<file path="src/i2cm_pkg.sv">
// Package for the I2C master byte engine: operation codes, sequencer phases,
// register map and field widths. Depends on nothing.
package i2cm_pkg;

  // Field widths of the command and result transfers.
  localparam int OpW   = 3;
  localparam int ByteW = 8;

  // Operation codes carried by the command channel.
  typedef enum logic [OpW-1:0] {
    OP_TICK  = 3'd0,
    OP_START = 3'd1,
    OP_STOP  = 3'd2,
    OP_WRITE = 3'd3,
    OP_READ  = 3'd4
  } op_t;

  // Sequencer phases, one-hot.
  typedef enum logic [17:0] {
    PH_IDLE  = 18'h00001,
    PH_S1    = 18'h00002,
    PH_S2    = 18'h00004,
    PH_S3    = 18'h00008,
    PH_S4    = 18'h00010,
    PH_P1    = 18'h00020,
    PH_P2    = 18'h00040,
    PH_P3    = 18'h00080,
    PH_WBIT  = 18'h00100,
    PH_WHIGH = 18'h00200,
    PH_WLOW  = 18'h00400,
    PH_WREL  = 18'h00800,
    PH_WCLK  = 18'h01000,
    PH_WWAIT = 18'h02000,
    PH_RREL  = 18'h04000,
    PH_RHIGH = 18'h08000,
    PH_RSAMP = 18'h10000,
    PH_RLOW  = 18'h20000
  } phase_t;

  // Configuration register map: one register per 32-bit word.
  localparam int PaddrW = 3;
  localparam logic REG_ACK_TIMEOUT = 1'b0;

  // Reset value of the ACK timeout and the number of bits in a byte.
  localparam logic [7:0] ACK_TIMEOUT_RST = 8'd200;
  localparam logic [3:0] BITS_PER_BYTE   = 4'd8;

endpackage

</file>
<file path="src/i2cm_cmd_if.sv">
// Command channel of the I2C master byte engine: valid/ready plus one bus tick.
// Depends on i2cm_pkg for the field widths.
interface i2cm_cmd_if import i2cm_pkg::*; ();
  logic             valid;
  logic             ready;
  logic [OpW-1:0]   operation;
  logic [ByteW-1:0] write_byte;
  logic             sda_in;

  modport source (output valid, operation, write_byte, sda_in, input ready);
  modport sink   (input valid, operation, write_byte, sda_in, output ready);
endinterface

</file>
<file path="src/i2cm_res_if.sv">
// Result channel of the I2C master byte engine: valid/ready plus line levels
// and status for one tick. Depends on i2cm_pkg for the field widths.
interface i2cm_res_if import i2cm_pkg::*; ();
  logic             valid;
  logic             ready;
  logic             scl_out;
  logic             sda_out;
  logic             busy_res;
  logic             done_res;
  logic             ack_ok;
  logic [ByteW-1:0] read_data;

  modport source (output valid, scl_out, sda_out, busy_res, done_res, ack_ok, read_data,
                  input ready);
  modport sink   (input valid, scl_out, sda_out, busy_res, done_res, ack_ok, read_data,
                  output ready);
endinterface

</file>
<file path="src/i2c_master_byte_engine.sv">
// Top level of the I2C master byte engine: tick sequencer, ACK timeout register
// and result register. Depends on i2cm_pkg, i2cm_cmd_if and i2cm_res_if.
//
//   Channel  Direction  Handshake              Contents
//   cmd      in         valid/ready            operation, write_byte, sda_in
//   res      out        valid/ready            scl_out, sda_out, busy_res, done_res,
//                                              ack_ok, read_data
//   APB      in         psel/penable/pready    ack_timeout at byte address 0
//
// One command transfer is one bus tick; the sequencer advances one phase per tick,
// so a tick is taken every cycle while cmd.ready is high, with its result in the
// next cycle. The result register is the only stage: cmd.ready drops only while
// a result waits and res.ready is low. Reset (rst, synchronous) returns the
// sequencer to idle, both lines released, read_data at zero, ack_timeout at 200.
module i2c_master_byte_engine import i2cm_pkg::*; (
  input  logic                 clk,
  input  logic                 rst,
  i2cm_cmd_if.sink             cmd,
  i2cm_res_if.source           res,
  input  logic                 psel,
  input  logic                 penable,
  input  logic                 pwrite,
  input  logic [PaddrW-1:0]    paddr,
  input  logic [31:0]          pwdata,
  output logic [31:0]          prdata,
  output logic                 pready
);

  // Sequencer state.
  phase_t           phase, phase_next;
  logic [3:0]       bit_count, bit_count_next;
  logic [7:0]       shift_reg, shift_reg_next;
  logic [7:0]       wait_count, wait_count_next;
  logic             scl_level, scl_level_next;
  logic             sda_level, sda_level_next;
  logic [7:0]       read_hold, read_hold_next;
  logic [7:0]       ack_timeout;
  logic             done_next;
  logic             ack_next;
  logic             cmd_xfer;

  // Configuration port: always ready, one register.
  assign pready = 1'b1;

  always_ff @(posedge clk) begin
    if (rst) begin
      ack_timeout <= ACK_TIMEOUT_RST;
    end else if (psel && penable && pwrite && paddr[2] == REG_ACK_TIMEOUT) begin
      ack_timeout <= pwdata[7:0];
    end
  end

  always_comb begin
    prdata = '0;
    if (paddr[2] == REG_ACK_TIMEOUT) begin
      prdata = {24'd0, ack_timeout};
    end
  end

  // A tick is taken whenever the result register is free or being drained.
  assign cmd.ready = !res.valid || res.ready;
  assign cmd_xfer  = cmd.valid && cmd.ready;

  // Next state for one tick: an idle sequencer first picks up the command,
  // then the current phase performs its single line action.
  always_comb begin
    phase_next      = phase;
    bit_count_next  = bit_count;
    shift_reg_next  = shift_reg;
    wait_count_next = wait_count;
    scl_level_next  = scl_level;
    sda_level_next  = sda_level;
    read_hold_next  = read_hold;
    done_next       = 1'b0;
    ack_next        = 1'b0;

    if (phase == PH_IDLE) begin
      bit_count_next  = '0;
      wait_count_next = '0;
      case (op_t'(cmd.operation))
        OP_START: phase_next = PH_S1;
        OP_STOP:  phase_next = PH_P1;
        OP_WRITE: begin
          shift_reg_next = cmd.write_byte;
          phase_next     = PH_WBIT;
        end
        OP_READ: begin
          shift_reg_next = '0;
          phase_next     = PH_RREL;
        end
        default: phase_next = PH_IDLE;
      endcase
    end

    unique case (phase_next)
      PH_IDLE: phase_next = PH_IDLE;
      PH_S1: begin
        sda_level_next = 1'b1;
        phase_next     = PH_S2;
      end
      PH_S2: begin
        scl_level_next = 1'b1;
        phase_next     = PH_S3;
      end
      PH_S3: begin
        sda_level_next = 1'b0;
        phase_next     = PH_S4;
      end
      PH_S4: begin
        scl_level_next = 1'b0;
        phase_next     = PH_IDLE;
        done_next      = 1'b1;
      end
      PH_P1: begin
        sda_level_next = 1'b0;
        phase_next     = PH_P2;
      end
      PH_P2: begin
        scl_level_next = 1'b1;
        phase_next     = PH_P3;
      end
      PH_P3: begin
        sda_level_next = 1'b1;
        phase_next     = PH_IDLE;
        done_next      = 1'b1;
      end
      // Write: present the next bit, then clock it out.
      PH_WBIT: begin
        sda_level_next = shift_reg_next[7];
        shift_reg_next = {shift_reg_next[6:0], 1'b0};
        phase_next     = PH_WHIGH;
      end
      PH_WHIGH: begin
        scl_level_next = 1'b1;
        phase_next     = PH_WLOW;
      end
      PH_WLOW: begin
        scl_level_next = 1'b0;
        bit_count_next = bit_count_next + 4'd1;
        phase_next     = (bit_count_next >= BITS_PER_BYTE) ? PH_WREL : PH_WBIT;
      end
      PH_WREL: begin
        sda_level_next = 1'b1;
        phase_next     = PH_WCLK;
      end
      PH_WCLK: begin
        scl_level_next  = 1'b1;
        wait_count_next = '0;
        phase_next      = PH_WWAIT;
      end
      // Wait for the slave to pull SDA low, or give up after the timeout.
      PH_WWAIT: begin
        if (!cmd.sda_in) begin
          scl_level_next = 1'b0;
          phase_next     = PH_IDLE;
          done_next      = 1'b1;
          ack_next       = 1'b1;
        end else if (wait_count_next >= ack_timeout) begin
          scl_level_next = 1'b0;
          phase_next     = PH_IDLE;
          done_next      = 1'b1;
        end else begin
          wait_count_next = wait_count_next + 8'd1;
        end
      end
      // Read: release SDA once, then clock in eight bits.
      PH_RREL: begin
        sda_level_next = 1'b1;
        phase_next     = PH_RHIGH;
      end
      PH_RHIGH: begin
        scl_level_next = 1'b1;
        phase_next     = PH_RSAMP;
      end
      PH_RSAMP: begin
        shift_reg_next = {shift_reg_next[6:0], cmd.sda_in};
        phase_next     = PH_RLOW;
      end
      PH_RLOW: begin
        scl_level_next = 1'b0;
        bit_count_next = bit_count_next + 4'd1;
        if (bit_count_next >= BITS_PER_BYTE) begin
          read_hold_next = shift_reg_next;
          phase_next     = PH_IDLE;
          done_next      = 1'b1;
        end else begin
          phase_next = PH_RHIGH;
        end
      end
      default: phase_next = PH_IDLE;
    endcase
  end

  // Sequencer registers advance once per accepted tick.
  always_ff @(posedge clk) begin
    if (rst) begin
      phase      <= PH_IDLE;
      bit_count  <= '0;
      shift_reg  <= '0;
      wait_count <= '0;
      scl_level  <= 1'b1;
      sda_level  <= 1'b1;
      read_hold  <= '0;
    end else if (cmd_xfer) begin
      phase      <= phase_next;
      bit_count  <= bit_count_next;
      shift_reg  <= shift_reg_next;
      wait_count <= wait_count_next;
      scl_level  <= scl_level_next;
      sda_level  <= sda_level_next;
      read_hold  <= read_hold_next;
    end
  end

  // Result register: valid is control, the fields load with each tick.
  always_ff @(posedge clk) begin
    if (rst) begin
      res.valid <= 1'b0;
    end else if (cmd_xfer) begin
      res.valid <= 1'b1;
    end else if (res.ready) begin
      res.valid <= 1'b0;
    end
  end

  always_ff @(posedge clk) begin
    if (cmd_xfer) begin
      res.scl_out   <= scl_level_next;
      res.sda_out   <= sda_level_next;
      res.busy_res  <= (phase_next != PH_IDLE);
      res.done_res  <= done_next;
      res.ack_ok    <= ack_next;
      res.read_data <= read_hold_next;
    end
  end

endmodule

</file>
<file path="src/flat_wrapper.sv">
// flat-port wrapper written by rule: the top's interface ports become plain ports
module i2c_master_byte_engine_flat import i2cm_pkg::*;
  (clk, rst, psel, penable, pwrite, paddr, pwdata, prdata, pready, cmd_valid, cmd_operation, cmd_write_byte, cmd_sda_in, cmd_ready, res_valid, res_scl_out, res_sda_out, res_busy_res, res_done_res, res_ack_ok, res_read_data, res_ready);
  i2cm_cmd_if cmd_i ();
  i2cm_res_if res_i ();
  input  logic clk;
  input  logic rst;
  input  logic psel;
  input  logic penable;
  input  logic pwrite;
  input  logic [PaddrW-1:0] paddr;
  input  logic [31:0] pwdata;
  output logic [31:0] prdata;
  output logic pready;
  input wire logic [$bits(cmd_i.valid)-1:0] cmd_valid;
  input wire logic [$bits(cmd_i.operation)-1:0] cmd_operation;
  input wire logic [$bits(cmd_i.write_byte)-1:0] cmd_write_byte;
  input wire logic [$bits(cmd_i.sda_in)-1:0] cmd_sda_in;
  output wire logic [$bits(cmd_i.ready)-1:0] cmd_ready;
  output wire logic [$bits(res_i.valid)-1:0] res_valid;
  output wire logic [$bits(res_i.scl_out)-1:0] res_scl_out;
  output wire logic [$bits(res_i.sda_out)-1:0] res_sda_out;
  output wire logic [$bits(res_i.busy_res)-1:0] res_busy_res;
  output wire logic [$bits(res_i.done_res)-1:0] res_done_res;
  output wire logic [$bits(res_i.ack_ok)-1:0] res_ack_ok;
  output wire logic [$bits(res_i.read_data)-1:0] res_read_data;
  input wire logic [$bits(res_i.ready)-1:0] res_ready;
  assign cmd_i.valid = cmd_valid;
  assign cmd_i.operation = cmd_operation;
  assign cmd_i.write_byte = cmd_write_byte;
  assign cmd_i.sda_in = cmd_sda_in;
  assign cmd_ready = cmd_i.ready;
  assign res_valid = res_i.valid;
  assign res_scl_out = res_i.scl_out;
  assign res_sda_out = res_i.sda_out;
  assign res_busy_res = res_i.busy_res;
  assign res_done_res = res_i.done_res;
  assign res_ack_ok = res_i.ack_ok;
  assign res_read_data = res_i.read_data;
  assign res_i.ready = res_ready;
  i2c_master_byte_engine u_core (.clk(clk), .rst(rst), .cmd(cmd_i), .res(res_i), .psel(psel), .penable(penable), .pwrite(pwrite), .paddr(paddr), .pwdata(pwdata), .prdata(prdata), .pready(pready));
endmodule
</file>
<file path="config.mk">
export PLATFORM = sky130hd
export DESIGN_NAME = i2c_master_byte_engine_flat
export DESIGN_NICKNAME = d
export VERILOG_FILES = /design/src/i2cm_pkg.sv /design/src/i2cm_cmd_if.sv /design/src/i2cm_res_if.sv /design/src/i2c_master_byte_engine.sv /design/src/flat_wrapper.sv
export SDC_FILE = /design/constraint.sdc
export NUM_CORES = 1
export LEC_CHECK = 0
export BUFFER_PORTS_ARGS = -buffer_cell sky130_fd_sc_hd__buf_4
export CAP_MARGIN = 20
export CORE_MARGIN = 3
export CORE_UTILIZATION = 49
export DETAILED_ROUTE_END_ITERATION = 12
export PLACE_DENSITY = 0.77
export SLEW_MARGIN = 15
export SYNTH_ARGS = -nofsm -noshare
export SYNTH_HDL_FRONTEND = slang
export SYNTH_SLANG_ARGS = --single-unit
</file>
<file path="constraint.sdc">
create_clock -name clk -period 3.62 [get_ports clk]
set_input_delay 0.543 -clock clk [delete_from_list [all_inputs] [get_ports clk]]
set_output_delay 0.543 -clock clk [all_outputs]
set_load 0.01 [all_outputs]
</file>
==> flow_metrics.env, run 1 <==
export IMPL_io_pins=102
export IMPL_yosysSeqAreaShare=0.352
export IMPL_reg2reg_depth=13
export IMPL_post_route_util=0.593
export IMPL_synth_cells=554
export IMPL_tightestPinTransition_ps=749
export IMPL_pwr_density_cell_nw_per_um2=346
export IMPL_p_leak_nw=2.08
export IMPL_crit_start="u_core.phase[10]$_SDFFE_PP0P_"
export IMPL_cp_endpoint="u_core.scl_level$_SDFFE_PP1P_"
export IMPL_largest_register_ffs=18
export IMPL_synth_area_sq_um=4350
export IMPL_rsz0062_at_grt="false"
export IMPL_drv_cap=0
export IMPL_drc_errors=0
export IMPL_coreArea_sq_um=8420
export IMPL_die_area_sq_um=10000
export IMPL_status="finished, final reports clean"
export IMPL_switching_share=0.314
export IMPL_slew_headroom=0.497
export IMPL_syn2layout_area_growth_pct=15.0
export IMPL_p_seq_frac=0.473
export IMPL_via_count=4231
export IMPL_final_max_slew_violation_count=0
export IMPL_dp_final_hpwl_um=8270
export IMPL_yosysTopAreaCell="dfxtp_1"
export IMPL_reg2reg_from="u_core.phase[10]$_SDFFE_PP0P_"
export IMPL_drt_pass1_iter_count=5
export IMPL_clk_pin_slew_ps=80
export IMPL_cp_end_kind="register"
export IMPL_start_util=0.516
export IMPL_p_sw_w=0.000542
export IMPL_yosysMostFrequentCell="nand2_1"
export IMPL_drive_above_1_share=0.167
export IMPL_fmax_mhz=291
export IMPL_grtUsageTotal=0.230
export IMPL_finalCriticalPeriod_ps=3440
export IMPL_top_usage_layer="met2"
export IMPL_seqCellArea_sq_um=1530
export IMPL_crit_type="register to register"
export IMPL_use_met3=0.0375
export IMPL_multi_input_comb_area_sq_um=2540
export IMPL_cts_root_buf="clkbuf_8"
export IMPL_initialDrtViolationCount=263
export IMPL_htreeDepth=3
export IMPL_grt_overflow_total=0
export IMPL_hold_viol_final=0
export IMPL_nets=667
export IMPL_cts_buffers=9
export IMPL_clock_sinks=70
export IMPL_gp_congestion=0.932
export IMPL_synth_common_cells="nand2_1 (72), dfxtp_1 (57), a21oi_1 (47), nor2_1 (44), nand3_1 (31)"
export IMPL_netlist_area_leader_share=0.262
export IMPL_die_w_um=100
export IMPL_crit_fanout=11
export IMPL_wl_per_cell_um=16.0
export IMPL_async_flop_share=0
export IMPL_core_rowCount=33
export IMPL_min_from="pwdata[7]"
export IMPL_finClkSkew_ps=14.3
export IMPL_routed_wl_um=11500
export IMPL_synth_area_per_cell_sq_um=7.85
export IMPL_p_comb_frac=0.179
export IMPL_clk_latency_ps=350
export IMPL_met1_usage=0.318
export IMPL_fin_setup_tns_ps=0
export IMPL_antenna_cells=0
export IMPL_drtAntennaViolNets=0
export IMPL_r2r_end="u_core.scl_level$_SDFFE_PP1P_"
export IMPL_p_clk_frac=0.348
export IMPL_fin_crit_sh=0.949
export IMPL_grt_max_degree=61
export IMPL_ys_types=66
export IMPL_ir_worst_vdd_mv=0.184
export IMPL_cts_tree="built"
export IMPL_ys_flop_type="dfxtp_1"
export IMPL_power_internal_w=0.00119
export IMPL_hold_path_class="input port to register"
export IMPL_worstPathArrival_ps=3670
export IMPL_ys_warnings_count=0
export IMPL_required_ps=3850
export IMPL_worstSetupStartpointType="register"
export IMPL_r2r_setup_slack_ps=180
export IMPL_vias_per_cell=5.93
export IMPL_largest_register="u_core.phase"
export IMPL_ys_top_cells_by_area="dfxtp_1 (26%), edfxtp_1 (9.0%), nand2_1 (6.2%)"
export IMPL_grt_pass1_wl_um=18900
export IMPL_finalSetupViolations=0
export IMPL_num_fill_cells=767
export IMPL_io_buffers=50
export IMPL_die_y_um=100
export IMPL_antenna_found_initial=0
export IMPL_grt_pass1_vias=3828
export IMPL_ys_seq_elements=70
export IMPL_grtUsageMet2=0.370
export IMPL_synth_edff_count=13
export IMPL_clockBufferDepth=2
==> cells in the final DEF, fill, tap and decap left out, types with 11 or more instances in the layout <==
| cell type | count |
|---|---|
| nor2b_1 | 12 |
| nand2_1 | 71 |
| a21oi_1 | 47 |
| nor3_1 | 14 |
| nor4_1 | 11 |
| edfxtp_1 | 13 |
| buf_4 | 69 |
| o21ai_0 | 21 |
| conb_1 | 25 |
| dfxtp_1 | 57 |
| nand2b_1 | 11 |
| nor2_1 | 44 |
| nand3_1 | 31 |
| inv_1 | 19 |
==> stage by stage <==
| stage | cells | setup WS, ps | hold slack [ps] | total power, W | cell area [sq um] |
|---|---|---|---|---|---|
| floorplan | 577 | 69.7 | 432 | 0.00105 | 4440 |
| global placement | 698 | 175 | 438 | 0.00113 | 4810 |
| detailed placement | 698 | 104 | 445 | 0.00114 | 4810 |
| CTS | 714 | 63.1 | 387 | 0.00173 | 4990 |
| global route | 714 | 21.8 | 385 | 0.00181 | 5000 |
| finish | 714 | 185 | 394 | 0.00173 | 5000 |
==> cell type report <==
| class | instances | area share |
|---|---|---|
| Tap cell | 105 | 0.0263 |
| Clock inverter | 7 | 0.0123 |
| Inverter | 19 | 0.0143 |
| Sequential cell | 70 | 0.306 |
| Clock buffer | 9 | 0.0248 |
| Timing Repair Buffer | 70 | 0.108 |
| Multi-Input combinational cell | 434 | 0.508 |
==> what timing repair did <==
action | 4_1_cts | 5_1_grt
hold buffers | 0 | 0
resized for setup | 0 | 2
setup endpoints to repair | 0 | 5
setup buffers | 0 | 0
==> critical path, cell delays in order (launching register included) <==
cell and delay [ps]:
dfxtp_1 360, or4_4 600, nor4_4 310, nand2_4 160, and2_1 200, ha_1 300, and4_1 220, nand3_1 80
a221oi_1 240, a211oi_1 80, buf_4 180, nor2b_1 150, nor3_1 70, or3_1 360
==> power groups by stage <==
stage	Sequential, W	Clock [W]	Combinational (W)
3_5_place_dp	0.000835	0	0.000303
5_1_grt	0.000819	0.000652	0.000338
2_1_floorplan	0.000838	0	0.000212
3_3_place_gp	0.000834	0	0.000299
4_1_cts	0.000817	0.000613	0.000303
6_report	0.000817	0.000601	0.000310
==> worst min path at each step <==
stage	endpoint	cells past startpoint
2_1_floorplan	u_core.shift_reg[1]$_SDFFE_PP0P_	2
3_3_place_gp	u_core.shift_reg[3]$_SDFFE_PP0P_	2
3_5_place_dp	u_core.shift_reg[3]$_SDFFE_PP0P_	2
4_1_cts	u_core.ack_timeout[6]$_SDFFE_PP1P_	2
5_1_grt	u_core.ack_timeout[6]$_SDFFE_PP1P_	2
6_report	u_core.ack_timeout[7]$_SDFFE_PP1P_	2
==> cell families (layout without fill, tap and decap cells) <==
logic type	Yosys count	after routing	share of synthesized area
adder cells (fa/ha/maj)	9	9	0.0259
XOR/XNOR	3	3	0.00604
buffers and inverters	73	105	0.0869
AO/OA/AOI/OAI	124	124	0.180
multiplexers	9	9	0.0210
other	2	25	0.00173
AND/OR/NAND/NOR	264	264	0.327
flip-flops	70	70	0.352
==> layer usage <==
metal	vias up	wire [um]	part of all wire
li1	2050	-	-
met1	1976	4960	0.43
met2	185	5500	0.48
met3	20	808	0.071
met4	0	182	0.016
met5	-	0	0
(Power assumes the default switching activity.)
==> run 2: changes to the inputs <==
--- a/config.mk
+++ b/config.mk
@@ -7,2 +7,3 @@
 export LEC_CHECK = 0
+export ABC_AREA = 1
 export BUFFER_PORTS_ARGS = -buffer_cell sky130_fd_sc_hd__buf_4
@@ -10,3 +11,3 @@
 export CORE_MARGIN = 3
-export CORE_UTILIZATION = 49
+export CORE_UTILIZATION = 50
 export DETAILED_ROUTE_END_ITERATION = 12
==> constraint.sdc (replaced) <==
create_clock -name clk -period 3.62 [get_ports clk]
set_input_delay 0.362 -clock clk [delete_from_list [all_inputs] [get_ports clk]]
set_output_delay 0.362 -clock clk [all_outputs]
set_load 0.01 [all_outputs]
==> flow_metrics.env, run 2 <==
export IMPL_status="finished, final reports clean"
export IMPL_die_area_sq_um=10500
export IMPL_die_y_um=102
export IMPL_hold_viol_final=0
export IMPL_yosysSeqAreaShare=0.330
export IMPL_drv_cap=0
export IMPL_drc_errors=0
export IMPL_synth_area_per_cell_sq_um=6.83
export IMPL_highest_layer="met4"
export IMPL_tightestPinTransition_ps=937
export IMPL_coreArea_sq_um=8850
export IMPL_cp_end_kind="register"
export IMPL_htreeDepth=3
export IMPL_yosysTopAreaCell="dfxtp_1"
export IMPL_cts_hold_fix_buffers=0
export IMPL_async_flop_share=0
export IMPL_wl_met2_um=5540
export IMPL_initialDrtViolationCount=362
export IMPL_grt_pass1_vias=4346
export IMPL_cts_tree="built"
export IMPL_wl_per_cell_um=13.8
export IMPL_die_w_um=102
export IMPL_io_pins=102
export IMPL_synth_cells=679
export IMPL_fin_setup_tns_ps=0
export IMPL_core_rowCount=34
export IMPL_ys_seq_elements=70
export IMPL_grt_max_degree=56
export IMPL_slew_headroom=0.374
export IMPL_dp_final_hpwl_um=8160
export IMPL_crit_type="register to register"
export IMPL_drive_above_1_share=0.166
export IMPL_yosysMostFrequentCell="nand2_1"
export IMPL_drt_pass1_iter_count=5
export IMPL_ys_types=38
export IMPL_finClkSkew_ps=17.7
export IMPL_cts_buffers=9
export IMPL_nets=779
export IMPL_grt_pass1_wl_um=19100
export IMPL_largest_register_ffs=18
export IMPL_cts_setup_buffers=0
export IMPL_num_fill_cells=814
export IMPL_multi_input_comb_area_sq_um=2570
export IMPL_largest_register="u_core.phase"
export IMPL_reg2reg_depth=19
export IMPL_via_count=4580
export IMPL_whs_ps=232
export IMPL_antenna_found_initial=0
export IMPL_crit_start="u_core.phase[12]$_SDFFE_PP0P_"
export IMPL_synth_area_sq_um=4640
export IMPL_antenna_cells=0
export IMPL_syn2layout_area_growth_pct=11.6
export IMPL_clk_latency_ps=350
export IMPL_ir_worst_vdd_mv=0.262
export IMPL_final_cell_mix="nand2_1 (119), nor2_1 (97), inv_1 (77)"
export IMPL_required_ps=3900
export IMPL_drtAntennaViolNets=0
export IMPL_vias_per_cell=5.52
export IMPL_crit_fanout=11
export IMPL_ys_top_cells_by_area="dfxtp_1 (25%), nand2_1 (9.6%), edfxtp_1 (8.4%)"
export IMPL_rsz0062_at_grt="false"
export IMPL_hold_path_class="input port to register"
export IMPL_io_buffers=50
export IMPL_cp_endpoint="u_core.wait_count[6]$_SDFFE_PP0P_"
export IMPL_grt_overflow_total=0
export IMPL_clk_pin_slew_ps=80
export IMPL_worstPathArrival_ps=3360
export IMPL_wl_met1_um=4720
export IMPL_r2r_setup_slack_ps=550
export IMPL_hold_depth=3
export IMPL_grtUsageTotal=0.227
export IMPL_start_util=0.524
export IMPL_r2r_end="u_core.wait_count[6]$_SDFFE_PP0P_"
export IMPL_reg2reg_from="u_core.phase[12]$_SDFFE_PP0P_"
export IMPL_p_leak_nw=2.39
export IMPL_synth_edff_count=13
export IMPL_p_total_w=0.00198
export IMPL_fin_crit_sh=0.849
export IMPL_fmax_mhz=325
export IMPL_ys_flop_type="dfxtp_1"
export IMPL_finalCriticalPeriod_ps=3070
export IMPL_clockBufferDepth=2
export IMPL_finalSetupViolations=0
export IMPL_cts_root_buf="clkbuf_8"
export IMPL_pwr_density_cell_nw_per_um2=382
export IMPL_routed_wl_um=11400
export IMPL_final_max_slew_violation_count=0
export IMPL_ys_warnings_count=0
export IMPL_synth_common_cells="nand2_1 (119), nor2_1 (97), inv_1 (78), nand3_1 (74), dfxtp_1 (57)"
export IMPL_seqCellArea_sq_um=1530
export IMPL_post_cts_resized=0
export IMPL_route_met3_wl_um=840
export IMPL_worstSetupStartpointType="register"
export IMPL_netlist_area_leader_share=0.246
export IMPL_final_common_cell="nand2_1"
export IMPL_clock_sinks=70
export IMPL_gp_congestion=0.935
-- run 2: cell type report --
cell class / instances / area share
multi-input combinational: 498 / 0.497
sequential: 70 / 0.296
timing repair buffer: 54 / 0.0783
inverter: 83 / 0.0607
tap: 108 / 0.0261
clock buffer: 9 / 0.0239
clock inverter: 7 / 0.0184
-- run 2: stage by stage --
stage	util	cell area [sq um]	instances	worst slack [ps]
5_1_grt	0.585	5180	829	67.9
3_5_place_dp	0.560	4960	813	614
6_report	0.585	5180	829	546
3_3_place_gp	0.560	4960	813	700
4_1_cts	0.585	5180	829	580
2_1_floorplan	-	4720	702	924
-- run 2: worst max-delay path, stage by stage (launching register included) --
cell and delay (ps):
dfxtp_1 360, nor2_4 220, nand3_2 120, nor2_4 220
nand2_1 110, buf_4 200, nand2_1 90, inv_1 70
ha_1 280, nand2_1 80, inv_1 50, nand2_1 50
nand4_1 70, a31oi_1 270, nand3_1 140, nor2_1 240
nand3_1 130, nand2_1 100, nand3_1 60, a21oi_1 150
-- run 2: per-layer routing --
| metal | global-route usage | vias up |
|---|---|---|
| met1 | 0.277 | 2089 |
| met4 | 0.108 | 0 |
| met2 | 0.384 | 191 |
| met5 | 0 | - |
| met3 | 0.0464 | 31 |
| li1 | - | 2269 |
-- run 2: cell families after synthesis --
kind of cell,after synthesis,share of synthesized area
simple gates,358,0.375
buf+inv,134,0.134
compound gates,105,0.133
flops,70,0.330
fa+ha+maj,9,0.0243
other cells,2,0.00162
xor+xnor,1,0.00189
-- run 2: power breakdown --
part | switching (W) | internal (W) | total (W)
clock | 0.000323 | 0.000390 | 0.000713
combinational | 0.000276 | 0.000128 | 0.000404
sequential | 0.0000261 | 0.000832 | 0.000858
total | 0.000625 | 0.00135 | 0.00198
-- run 2: how the worst min path moves through the flow --
stage                                         end                        startpoint  slack, ps
5_1_grt        u_core.ack_timeout[3]$_SDFFE_PP1P_                         pwdata[3]        230
3_3_place_gp     u_core.shift_reg[6]$_SDFFE_PP0P_  u_core.shift_reg[6]$_SDFFE_PP0P_        450
3_5_place_dp     u_core.bit_count[3]$_SDFFE_PP0P_  u_core.bit_count[3]$_SDFFE_PP0P_        460
2_1_floorplan       u_core.scl_level$_SDFFE_PP1P_     u_core.scl_level$_SDFFE_PP1P_        440
4_1_cts        u_core.ack_timeout[3]$_SDFFE_PP1P_                         pwdata[3]        220
6_report       u_core.ack_timeout[3]$_SDFFE_PP1P_                         pwdata[3]        230
==> run 3: changes to the inputs <==
- clock period: 3.62 -> 2.8 ns (I/O delays scaled with it)
==> flow_metrics.env, run 3 (synthesized netlist as in run 2, its figures left out) <==
export IMPL_cts_tree="built"
export IMPL_num_fill_cells=787
export IMPL_clk_pin_slew_ps=80
export IMPL_final_max_slew_violation_count=0
export IMPL_htreeDepth=3
export IMPL_clockBufferDepth=2
export IMPL_grtUsageMet2=0.404
export IMPL_die_area_sq_um=10500
export IMPL_gp_congestion=0.893
export IMPL_fin_crit_sh=0.933
export IMPL_crit_slowest_cell="dfxtp_4"
export IMPL_dp_final_hpwl_um=8620
export IMPL_drc_errors=0
export IMPL_clock_sinks=70
export IMPL_use_met3=0.0410
export IMPL_drtAntennaViolNets=0
export IMPL_core_rowCount=34
export IMPL_finalCriticalPeriod_ps=2610
export IMPL_syn2layout_area_growth_pct=18.8
export IMPL_grtUsageTotal=0.234
export IMPL_finalSetupViolations=0
export IMPL_finClkSkew_ps=12.5
export IMPL_p_leak_nw=2.54
export IMPL_largest_register="u_core.phase"
export IMPL_final_cell_mix="nand2_1 (114), nor2_1 (88), buf_4 (82)"
export IMPL_final_common_cell="nand2_1"
export IMPL_vias_per_cell=5.45
export IMPL_post_route_util=0.623
export IMPL_worstPathArrival_ps=2910
export IMPL_grt_pass1_vias=4334
export IMPL_cts_root_buf="clkbuf_8"
export IMPL_clk_latency_ps=370
export IMPL_grt_max_degree=73
export IMPL_required_ps=3100
export IMPL_status="finished, final reports clean"
export IMPL_hold_path_class="input port to register"
export IMPL_coreArea_sq_um=8850
export IMPL_ir_worst_vdd_mv=0.206
export IMPL_antenna_found_initial=0
export IMPL_crit_fanout=5
export IMPL_nets=810
export IMPL_largest_register_ffs=18
export IMPL_drive_above_1_share=0.239
export IMPL_hold_viol_final=0
export IMPL_die_w_um=102
export IMPL_cts_buffers=9
export IMPL_worst_slack_ps=187
export IMPL_met1_usage=0.290
export IMPL_top_usage_layer="met2"
export IMPL_antenna_cells=0
export IMPL_tightestPinTransition_ps=764
export IMPL_crit_type="register to register"
export IMPL_io_buffers=50
export IMPL_cp_end_kind="register"
export IMPL_io_pins=102
export IMPL_fmax_mhz=383
export IMPL_grt_pass1_wl_um=19500
export IMPL_worstSetupStartpointType="register"
export IMPL_cts_hold_fix_buffers=0
export IMPL_path_cells="nor2_4 > nand3_2 > nor2_4 > nand2_2 > buf_6 > nand2_2 > inv_2 > ha_1 > nand2_2 > inv_2 > nand2_1 > nand4_1 > a31oi_4 > nand3_2 > nor2_4 > nand3_1 > nand2_1 > nand3_1 > a21oi_2"
export IMPL_start_util=0.524
export IMPL_wl_per_cell_um=14.0
export IMPL_via_count=4690
export IMPL_drv_cap=0
export IMPL_dp_slack_ps=40.9
export IMPL_drt_pass1_iter_count=5
export IMPL_grt_overflow_total=0
export IMPL_pwr_density_cell_nw_per_um2=449
export IMPL_routed_wl_um=12000
export IMPL_die_y_um=102
export IMPL_initialDrtViolationCount=448
export IMPL_slowest_delay_ps=360
export IMPL_slew_headroom=0.490
run 3: worst paths after layout:
check	from	to	slack (ps)	cells after the start
hold reg to reg	u_core.shift_reg[6]$_SDFFE_PP0P_	u_core.shift_reg[6]$_SDFFE_PP0P_	470	2
setup reg to reg	u_core.phase[5]$_SDFFE_PP0P_	u_core.wait_count[7]$_SDFFE_PP0P_	190	19
hold / removal	pwdata[7]	u_core.ack_timeout[7]$_SDFFE_PP1P_	140	3
setup / recovery	u_core.phase[5]$_SDFFE_PP0P_	u_core.wait_count[7]$_SDFFE_PP0P_	190	19
run 3: what timing repair did:
| item | CTS | global route |
|---|---|---|
| buffers inserted | 0 | 5 |
| endpoints found under the setup margin | 0 | 14 |
| endpoints found under the hold margin | 0 | 0 |
| gates resized for setup | 0 | 40 |
run 3: layout make-up:
class	count	area, sq um	share of cell area
Clock inverter	6	45.0	0.00817
Sequential cell	70	1540	0.280
Timing Repair Buffer	85	667	0.121
Clock buffer	10	138	0.0250
Tap cell	108	135	0.0245
Inverter	83	314	0.0570
Multi-Input combinational cell	498	2670	0.484
run 3: worst max-delay path, delay by kind of cell, from the launching register on:
family | cells | cell delay [ps]
buffers and inverters | 3 | 240
AO/OA/AOI/OAI | 2 | 380
adder cells (fa/ha/maj) | 1 | 280
AND/OR/NAND/NOR | 13 | 1290
flip-flops | 1 | 360
run 3: stage by stage:
stage	cell area [sq um]	hold slack (ps)	std cells	setup TNS (ps)	power [W]
floorplan	4720	410	702	0	0.00153
global placement	5160	452	839	0	0.00167
detailed placement	5160	456	839	0	0.00169
CTS	5350	131	855	0	0.00245
global route	5510	147	860	-20.0	0.00259
finish	5510	136	860	0	0.00248
run 3: metal layers:
layer / wire [um] / vias to the layer above / part of all wire
met5: 0 / - / 0
met4: 258 / 0 / 0.021
met3: 902 / 27 / 0.075
met2: 5960 / 206 / 0.50
met1: 4900 / 2124 / 0.41
li1: - / 2333 / -
run 3: power by group:
group	internal, W	leakage (nW)	switching (W)	total, W
clock	0.000348	0.0849	0.000429	0.000777
sequential	0.00108	0.596	0.0000283	0.00110
combinational	0.000217	1.86	0.000380	0.000596
total	0.00164	2.54	0.000837	0.00248
